## src/hdl/bsr_pkg.sv

```systemverilog
`timescale 1ns / 1ps

package bsr_pkg;

    // Built depth of the stack by default, and the width of the capacity register.
    localparam int DEPTH_DEFAULT = 32;
    localparam int CAP_W         = 6;
    localparam logic [CAP_W-1:0] CAP_RESET = 6'd32;

    // Operation codes carried by a command.
    localparam logic [2:0] OP_PUSH  = 3'd0;
    localparam logic [2:0] OP_POP   = 3'd1;
    localparam logic [2:0] OP_PEEK  = 3'd2;
    localparam logic [2:0] OP_DUP   = 3'd3;
    localparam logic [2:0] OP_ROTU  = 3'd4;
    localparam logic [2:0] OP_ROTD  = 3'd5;

    // Status codes of a result.
    localparam logic [1:0] ST_OK    = 2'd0;
    localparam logic [1:0] ST_EMPTY = 2'd1;
    localparam logic [1:0] ST_FULL  = 2'd2;
    localparam logic [1:0] ST_ROT   = 2'd3;

    // Jobs handed to the storage engine.
    localparam logic [2:0] JOB_NONE  = 3'd0;
    localparam logic [2:0] JOB_WRITE = 3'd1;
    localparam logic [2:0] JOB_READ  = 3'd2;
    localparam logic [2:0] JOB_DUP   = 3'd3;
    localparam logic [2:0] JOB_ROT   = 3'd4;

    typedef struct packed {
        logic [2:0]       op;
        logic [7:0]       push_byte;
        logic [CAP_W-1:0] rotate_count;
    } cmd_t;

    typedef struct packed {
        logic [7:0]       read_byte;
        logic [1:0]       status;
        logic [CAP_W-1:0] fill;
    } result_t;

    typedef struct packed {
        logic [2:0] kind;
        logic       desc;   // rotate walks from high addresses to low ones
        logic [7:0] data;
    } job_t;

endpackage

```

## src/hdl/bsr_engine.sv

```systemverilog
`timescale 1ns / 1ps

module bsr_engine #(
    parameter int DEPTH = bsr_pkg::DEPTH_DEFAULT,
    parameter int AW    = $clog2(DEPTH)
) (
    input  logic               clk,
    input  logic               rst_n,
    input  logic               go,
    input  bsr_pkg::job_t      job,
    input  logic [AW-1:0]      first_addr,
    input  logic [AW-1:0]      last_addr,
    output logic               done,
    output logic [7:0]         rdata
);

    localparam logic [1:0] S_IDLE    = 2'd0;
    localparam logic [1:0] S_RD_WAIT = 2'd1;
    localparam logic [1:0] S_ROT_RUN = 2'd2;
    localparam logic [1:0] S_ROT_END = 2'd3;

    logic [7:0]    mem [DEPTH];
    logic [7:0]    rd_q;

    logic [1:0]    state_reg, state_next;
    logic          done_reg, done_next;
    logic [7:0]    rdata_reg, rdata_next;
    logic [2:0]    kind_reg, kind_next;
    logic          desc_reg, desc_next;
    logic [AW-1:0] ptr_reg, ptr_next;
    logic [AW-1:0] last_reg, last_next;
    logic [7:0]    moved_reg, moved_next;

    logic          rd_en;
    logic [AW-1:0] rd_addr;
    logic          wr_en;
    logic [AW-1:0] wr_addr;
    logic [7:0]    wr_data;
    logic [AW-1:0] ptr_step;
    logic [AW-1:0] ptr_back;

    assign ptr_step = desc_reg ? ptr_reg - AW'(1) : ptr_reg + AW'(1);
    assign ptr_back = desc_reg ? ptr_reg + AW'(1) : ptr_reg - AW'(1);

    always_comb
    begin
        state_next = state_reg;
        done_next  = 1'b0;
        rdata_next = rdata_reg;
        kind_next  = kind_reg;
        desc_next  = desc_reg;
        ptr_next   = ptr_reg;
        last_next  = last_reg;
        moved_next = moved_reg;
        rd_en      = 1'b0;
        rd_addr    = ptr_reg;
        wr_en      = 1'b0;
        wr_addr    = ptr_reg;
        wr_data    = rd_q;

        case (state_reg)
            S_IDLE:
            begin
                if (go)
                begin
                    kind_next  = job.kind;
                    desc_next  = job.desc;
                    ptr_next   = first_addr;
                    last_next  = last_addr;
                    rdata_next = 8'd0;
                    case (job.kind)
                        bsr_pkg::JOB_NONE:
                        begin
                            done_next = 1'b1;
                        end
                        bsr_pkg::JOB_WRITE:
                        begin
                            wr_en     = 1'b1;
                            wr_addr   = first_addr;
                            wr_data   = job.data;
                            done_next = 1'b1;
                        end
                        default:
                        begin
                            rd_en      = 1'b1;
                            rd_addr    = first_addr;
                            state_next = S_RD_WAIT;
                        end
                    endcase
                end
            end
            S_RD_WAIT:
            begin
                case (kind_reg)
                    bsr_pkg::JOB_READ:
                    begin
                        rdata_next = rd_q;
                        done_next  = 1'b1;
                        state_next = S_IDLE;
                    end
                    bsr_pkg::JOB_DUP:
                    begin
                        wr_en      = 1'b1;
                        wr_addr    = last_reg;
                        done_next  = 1'b1;
                        state_next = S_IDLE;
                    end
                    default:
                    begin
                        // The entry that travels to the far end is held aside.
                        moved_next = rd_q;
                        rd_en      = 1'b1;
                        rd_addr    = ptr_step;
                        ptr_next   = ptr_step;
                        state_next = S_ROT_RUN;
                    end
                endcase
            end
            S_ROT_RUN:
            begin
                // rd_q holds the entry at ptr; it shifts one place toward the start.
                wr_en   = 1'b1;
                wr_addr = ptr_back;
                if (ptr_reg == last_reg)
                begin
                    state_next = S_ROT_END;
                end
                else
                begin
                    rd_en    = 1'b1;
                    rd_addr  = ptr_step;
                    ptr_next = ptr_step;
                end
            end
            S_ROT_END:
            begin
                wr_en      = 1'b1;
                wr_addr    = last_reg;
                wr_data    = moved_reg;
                done_next  = 1'b1;
                state_next = S_IDLE;
            end
            default:
            begin
                state_next = S_IDLE;
            end
        endcase
    end

    always_ff @(posedge clk)
    begin
        if (wr_en)
        begin
            mem[wr_addr] <= wr_data;
        end
        if (rd_en)
        begin
            rd_q <= mem[rd_addr];
        end
    end

    always_ff @(posedge clk or negedge rst_n)
    begin
        if (!rst_n)
        begin
            state_reg <= S_IDLE;
            done_reg  <= 1'b0;
        end
        else
        begin
            state_reg <= state_next;
            done_reg  <= done_next;
        end
    end

    always_ff @(posedge clk)
    begin
        rdata_reg <= rdata_next;
        kind_reg  <= kind_next;
        desc_reg  <= desc_next;
        ptr_reg   <= ptr_next;
        last_reg  <= last_next;
        moved_reg <= moved_next;
    end

    assign done  = done_reg;
    assign rdata = rdata_reg;

endmodule

```

## src/hdl/byte_stack_with_rotate_unit.sv

```systemverilog
`timescale 1ns / 1ps

// Byte-wide LIFO stack with push, pop, peek, dup and two rotates.
// A command is taken on a rising edge with start high and busy low. Exactly
// one result follows for every command; it sits on the result port for one
// cycle with done high and must be taken then, since the receiver cannot
// hold it off. Busy drops in the cycle that done is high, so the next
// command may be started in that same cycle.
// Counted from the transfer edge, done comes in the cycle after it for push,
// for the unused codes, for a rotate over fewer than two entries and for every
// refused command; pop, peek and dup first read the entry memory, and a rotate
// reads, shifts and writes its window one entry per cycle through the single
// read and single write port of the entry memory, so the rotate length sets
// the time a command holds the block. The capacity register is written on the
// cfg channel, which is always ready; the user must write it only while no
// command is in flight, as the block itself does not enforce this. Reset
// empties the stack and sets the capacity to 32. The entry memory is not
// cleared; entries at or above the fill level are never read.
module byte_stack_with_rotate_unit #(
    parameter int DEPTH = bsr_pkg::DEPTH_DEFAULT
) (
    input  logic                         clk,
    input  logic                         rst_n,
    input  logic                         start,
    output logic                         busy,
    input  bsr_pkg::cmd_t                cmd,
    output logic                         done,
    output bsr_pkg::result_t             result,
    input  logic                         cfg_valid,
    output logic                         cfg_ready,
    input  logic [bsr_pkg::CAP_W-1:0]    cfg_data
);

    localparam int AW = $clog2(DEPTH);
    localparam int CW = $clog2(DEPTH + 1);
    localparam int XW = (CW > bsr_pkg::CAP_W) ? CW : bsr_pkg::CAP_W;

    logic [bsr_pkg::CAP_W-1:0] capacity_reg;
    logic [CW-1:0]             count_reg, count_next;
    logic                      busy_reg;
    logic [1:0]                status_reg, status_next;
    logic [bsr_pkg::CAP_W-1:0] fill_reg;

    logic          accept;
    logic [XW-1:0] cap_x;
    logic [XW-1:0] capacity_x;
    logic [XW-1:0] count_x;
    logic [XW-1:0] n_x;
    logic          full;
    logic          empty;
    logic [AW-1:0] top_addr;
    logic [AW-1:0] low_addr;
    logic [AW-1:0] end_addr;

    bsr_pkg::job_t job;
    logic [AW-1:0] first_addr;
    logic [AW-1:0] last_addr;
    logic          eng_done;
    logic [7:0]    eng_rdata;

    assign cfg_ready = 1'b1;
    assign accept    = start && !busy;
    assign busy      = busy_reg && !eng_done;

    assign capacity_x = XW'(capacity_reg);
    assign count_x    = XW'(count_reg);
    assign n_x        = XW'(cmd.rotate_count);

    always_comb
    begin
        if (capacity_x == XW'(0))
        begin
            cap_x = XW'(1);
        end
        else if (capacity_x > XW'(DEPTH))
        begin
            cap_x = XW'(DEPTH);
        end
        else
        begin
            cap_x = capacity_x;
        end
    end

    // A lowered capacity below the fill level also counts as full.
    assign full     = count_x >= cap_x;
    assign empty    = count_reg == CW'(0);
    assign top_addr = AW'(count_x - XW'(1));
    assign low_addr = AW'(count_x - n_x);
    assign end_addr = AW'(count_x);

    always_comb
    begin
        count_next  = count_reg;
        status_next = bsr_pkg::ST_OK;
        job.kind    = bsr_pkg::JOB_NONE;
        job.desc    = 1'b0;
        job.data    = cmd.push_byte;
        first_addr  = top_addr;
        last_addr   = end_addr;

        case (cmd.op)
            bsr_pkg::OP_PUSH:
            begin
                if (full)
                begin
                    status_next = bsr_pkg::ST_FULL;
                end
                else
                begin
                    job.kind   = bsr_pkg::JOB_WRITE;
                    first_addr = end_addr;
                    count_next = count_reg + CW'(1);
                end
            end
            bsr_pkg::OP_POP, bsr_pkg::OP_PEEK:
            begin
                if (empty)
                begin
                    status_next = bsr_pkg::ST_EMPTY;
                end
                else
                begin
                    job.kind = bsr_pkg::JOB_READ;
                    if (cmd.op == bsr_pkg::OP_POP)
                    begin
                        count_next = count_reg - CW'(1);
                    end
                end
            end
            bsr_pkg::OP_DUP:
            begin
                if (empty)
                begin
                    status_next = bsr_pkg::ST_EMPTY;
                end
                else if (full)
                begin
                    status_next = bsr_pkg::ST_FULL;
                end
                else
                begin
                    job.kind   = bsr_pkg::JOB_DUP;
                    count_next = count_reg + CW'(1);
                end
            end
            bsr_pkg::OP_ROTU, bsr_pkg::OP_ROTD:
            begin
                if (n_x > count_x)
                begin
                    status_next = bsr_pkg::ST_ROT;
                end
                else if (n_x >= XW'(2))
                begin
                    job.kind = bsr_pkg::JOB_ROT;
                    if (cmd.op == bsr_pkg::OP_ROTU)
                    begin
                        // The top entry sinks to the low end of the window.
                        job.desc   = 1'b1;
                        first_addr = top_addr;
                        last_addr  = low_addr;
                    end
                    else
                    begin
                        first_addr = low_addr;
                        last_addr  = top_addr;
                    end
                end
            end
            default:
            begin
                status_next = bsr_pkg::ST_OK;
            end
        endcase
    end

    bsr_engine #(
        .DEPTH (DEPTH),
        .AW    (AW)
    ) u_engine (
        .clk        (clk),
        .rst_n      (rst_n),
        .go         (accept),
        .job        (job),
        .first_addr (first_addr),
        .last_addr  (last_addr),
        .done       (eng_done),
        .rdata      (eng_rdata)
    );

    always_ff @(posedge clk or negedge rst_n)
    begin
        if (!rst_n)
        begin
            capacity_reg <= bsr_pkg::CAP_RESET;
            count_reg    <= '0;
            busy_reg     <= 1'b0;
        end
        else
        begin
            if (cfg_valid && cfg_ready)
            begin
                capacity_reg <= cfg_data;
            end
            if (accept)
            begin
                count_reg <= count_next;
                busy_reg  <= 1'b1;
            end
            else if (eng_done)
            begin
                busy_reg <= 1'b0;
            end
        end
    end

    always_ff @(posedge clk)
    begin
        if (accept)
        begin
            status_reg <= status_next;
            fill_reg   <= bsr_pkg::CAP_W'(count_next);
        end
    end

    assign done             = eng_done;
    assign result.read_byte = eng_rdata;
    assign result.status    = status_reg;
    assign result.fill      = fill_reg;

    // Every result belongs to a command that was accepted and not yet answered.
    assert property (@(posedge clk) disable iff (!rst_n) eng_done |-> busy_reg)
        else $error("result without a pending command");

    // An accepted command raises busy_reg in the cycle after its transfer.
    assert property (@(posedge clk) disable iff (!rst_n) accept |=> busy_reg)
        else $error("accepted command did not raise busy");

    // The fill level never passes the built depth.
    assert property (@(posedge clk) disable iff (!rst_n) count_x <= XW'(DEPTH))
        else $error("fill level beyond the built depth");

    // Refused commands never return data.
    assert property (@(posedge clk) disable iff (!rst_n)
        (done && result.status != bsr_pkg::ST_OK) |-> (result.read_byte == 8'd0))
        else $error("data returned with a failing status");

endmodule

```

## config.mk

```make
export PLATFORM = sky130hd
export DESIGN_NAME = byte_stack_with_rotate_unit
export DESIGN_NICKNAME = d
export VERILOG_FILES = /design/src/hdl/bsr_pkg.sv /design/src/hdl/bsr_engine.sv /design/src/hdl/byte_stack_with_rotate_unit.sv
export SDC_FILE = /design/constraint.sdc
export NUM_CORES = 1
export LEC_CHECK = 0
export ABC_AREA = 1
export BUFFER_PORTS_ARGS = -buffer_cell sky130_fd_sc_hd__buf_2
export CAP_MARGIN = 15
export CORE_UTILIZATION = 35
export CTS_CLUSTER_SIZE = 24
export DETAILED_ROUTE_END_ITERATION = 16
export GPL_ROUTABILITY_DRIVEN = 0
export PLACE_DENSITY = 0.55
export SYNTH_ARGS = -nofsm -noshare
export SYNTH_HDL_FRONTEND = slang
export SYNTH_SLANG_ARGS = --single-unit
```

## constraint.sdc

```tcl
create_clock -name clk -period 4.4 [get_ports clk]
set_input_delay 0.88 -clock clk [delete_from_list [all_inputs] [get_ports clk]]
set_output_delay 0.88 -clock clk [all_outputs]
set_load 0.005 [all_outputs]
```

==> impl_metrics.env <==
export IMPL_synth_ff_type="edfxtp_1"
export IMPL_endpoint_kind="register"
export IMPL_drt_initial_drc_count=1035
export IMPL_grt_pass1_vias=11504
export IMPL_cts_sinks=318
export IMPL_core_um2=44500
export IMPL_drt_wl_total_um=43000
export IMPL_initial_core_util_pct=35.6
export IMPL_netlist_instances=1658
export IMPL_rsz0062_at_grt="no"
export IMPL_multiInputGateArea_um2=5180
export IMPL_die_area_um2=46200
export IMPL_post_cts_buffers=0
export IMPL_finalCritPeriodShare_pct=88.3
export IMPL_antenna_found_initial=1
export IMPL_ant_nets=0
export IMPL_synth_seq_area_share_pct=59.7
export IMPL_top_register="u_engine.mem"
export IMPL_grt_usage_pct=18.7
export IMPL_htree_num_levels=2
export IMPL_final_max_slew_viol_count=0
export IMPL_seq_area_um2=9470
export IMPL_drc=0
export IMPL_wl_per_cell_um=18.4
export IMPL_ys_types=48
export IMPL_fin_nets=1767
export IMPL_synth_avg_cell_area_um2=9.57
export IMPL_crit_arrival_ps=4040
export IMPL_portBuffers=44
export IMPL_rows=77
export IMPL_largest_reg_flops=256
export IMPL_min_path_type="input port to async pin"
export IMPL_period_minus_slack_ps=3880
export IMPL_drv_cap=0
export IMPL_die_w_um=215
export IMPL_cts_tree="done"
export IMPL_n_fill_cell=4411
export IMPL_drive_gt1_share_pct=10.9
export IMPL_path_class="register to register"
export IMPL_worst_pin_slew_ps=894
export IMPL_hpwl_um=27200
export IMPL_crit_required_ps=4550
export IMPL_dr_total_vias=11804
export IMPL_cts_buffers_inserted=37
export IMPL_critPathLaunchType="register"
export IMPL_status="completed"
export IMPL_cts_hold_buf=0
export IMPL_syn_to_final_growth_pct=14.1
export IMPL_insertion_delay_ps=530
export IMPL_grt_max_degree=81
export IMPL_grt_pass1_wl_um=67000
export IMPL_cts_resized_gates=0
export IMPL_grt_overflow=0
export IMPL_finalSetupViolations=0
export IMPL_root_buffer="clkbuf_16"
export IMPL_fp_dieH_um=215
export IMPL_fmax_mhz=258
export IMPL_synth_edf_count=302
export IMPL_max_slew_margin_pct=40.4
export IMPL_vias_per_cell=5.06
export IMPL_antenna_cells=0
export IMPL_io_pin_count=46
export IMPL_finalSetupTns_ps=0
export IMPL_ys_warn_count=0
export IMPL_syn_cell_area_um2=15900
export IMPL_syn_nets=1711
export IMPL_clock_skew_ps=15.5
export IMPL_firstDrtPassIters=5
export IMPL_async_flop_share_pct=5.03
export IMPL_crit_path_max_fanout=8
export IMPL_hold_viol_final=0
export IMPL_cts_buffer_depth=3
export IMPL_path_clk_slew_ps=60
export IMPL_ys_ff_latch=318
## area by class of cell
type | count | share of cell area (%)
inverters | 226 | 4.69
well taps | 592 | 4.09
clock inverters | 16 | 0.823
clock buffers | 48 | 5.46
repair buffers | 98 | 3.94
flip-flops and latches | 318 | 52.3
multi-input cells | 1033 | 28.7
## cells in the mapped netlist, types with 2 or more instances
| cell | count | area [µm²] |
|---|---|---|
| nand2_1 | 418 | 1570 |
| nand3_1 | 307 | 1540 |
| edfxtp_1 | 302 | 9070 |
| inv_1 | 214 | 803 |
| nor2_1 | 82 | 308 |
| nand3b_1 | 41 | 308 |
| a21oi_1 | 36 | 180 |
| o21ai_0 | 35 | 175 |
| buf_2 | 34 | 170 |
| clkbuf_1 | 26 | 97.6 |
| ha_1 | 25 | 313 |
| dfrtp_1 | 15 | 375 |
| a31oi_1 | 12 | 75.1 |
| buf_6 | 10 | 113 |
| xor2_1 | 10 | 87.6 |
| buf_4 | 9 | 67.6 |
| inv_2 | 8 | 30.0 |
| nand2_2 | 7 | 43.8 |
| nor2_2 | 6 | 37.5 |
| xnor2_1 | 6 | 52.6 |
| nand3_2 | 5 | 50.1 |
| nand4_1 | 5 | 31.3 |
| o211ai_1 | 5 | 37.5 |
| a221oi_1 | 4 | 35.0 |
| clkinv_1 | 4 | 15.0 |
| a22oi_1 | 3 | 22.5 |
| nor4_1 | 3 | 18.8 |
| o22ai_1 | 3 | 18.8 |
| buf_1 | 2 | 7.51 |
| o21ai_1 | 2 | 10.0 |
| o221ai_1 | 2 | 17.5 |
## layout by cell type (no fill, tap or decap), types with 5 or more instances in the layout
master / Yosys / layout
clkinv_1: 4 / 11
nand4_1: 5 / 5
a31oi_1: 12 / 8
nand3_2: 5 / 5
xnor2_1: 6 / 6
edfxtp_1: 302 / 302
nand2_2: 7 / 6
ha_1: 25 / 25
buf_4: 9 / 47
xor2_1: 10 / 10
inv_1: 214 / 214
nand3_1: 307 / 307
o211ai_1: 5 / 5
nor2_1: 82 / 82
clkbuf_1: 26 / 10
nand3b_1: 41 / 41
clkbuf_16: 0 / 38
a31oi_4: 1 / 5
buf_12: 0 / 7
buf_2: 34 / 44
o21ai_0: 35 / 31
a21oi_1: 36 / 36
dfrtp_1: 15 / 15
inv_2: 8 / 8
nor2_2: 6 / 6
nand2_1: 418 / 416
## logic make-up (layout without fill, tap and decap cells)
logic type,Yosys count,count (layout),synth area share (%)
muxes,1,1,0.0710
DFF,318,318,59.7
other,1,1,0.0236
and+or+nand+nor,878,878,24.8
xor gates and xnor gates,16,16,0.883
buffers and inverters,307,388,8.22
AOI/OAI and AO/OA,111,111,4.20
adders and majority gates,26,26,2.10
## critical path, cell delays in order, from the launching register on
cell	delay [ps]
dfstp_2	540
inv_1	90
ha_1	320
a21o_1	190
nor2_2	250
nand3_2	240
nor2_2	260
inv_1	130
a21oi_1	130
o21ai_0	160
nand2_1	110
nand3_1	360
nor2_1	740
## layer usage
metal	up-vias	global-route usage, %	wire length (µm)	part of all wire [%]
met2	358	30.4	20000	47
met3	77	2.48	2410	5.6
li1	5676	-	-	-
met4	0	6.52	1280	3.0
met5	-	0	0	0
met1	5693	25.4	19300	45
## per-stage QoR
stage	area (µm²)	std cells	hold slack (ps)	setup WS, ps	utilization [%]
after global routing	18100	2331	296	144	40.7
after floorplan	15900	1658	436	248	-
after CTS	18100	2331	278	511	40.7
final	18100	2331	283	517	40.7
after detailed placement	17000	2267	455	228	38.1
after global placement	17000	2267	448	287	38.1
## path summary, 6_finish.rpt
check / startpoint / endpoint / slack [ps] / depth (start not counted)
min in group clk: busy_reg$_DFFE_PN0P_ / busy_reg$_DFFE_PN0P_ / 460 / 2
max in group asynchronous: rst_n / capacity_reg[5]$_DFFE_PN1P_ / 3780 / 1
max reg2reg: capacity_reg[5]$_DFFE_PN1P_ / u_engine.mem[19][6]$_DFFE_PP_ / 520 / 12
min reg2reg: busy_reg$_DFFE_PN0P_ / busy_reg$_DFFE_PN0P_ / 460 / 2
min: rst_n / u_engine.done$_DFF_PN0_ / 280 / 1
max: capacity_reg[5]$_DFFE_PN1P_ / u_engine.mem[19][6]$_DFFE_PP_ / 520 / 12
Power is not shown: default switching activity piles up to over one toggle a cycle in this logic, so the estimate is an artifact.
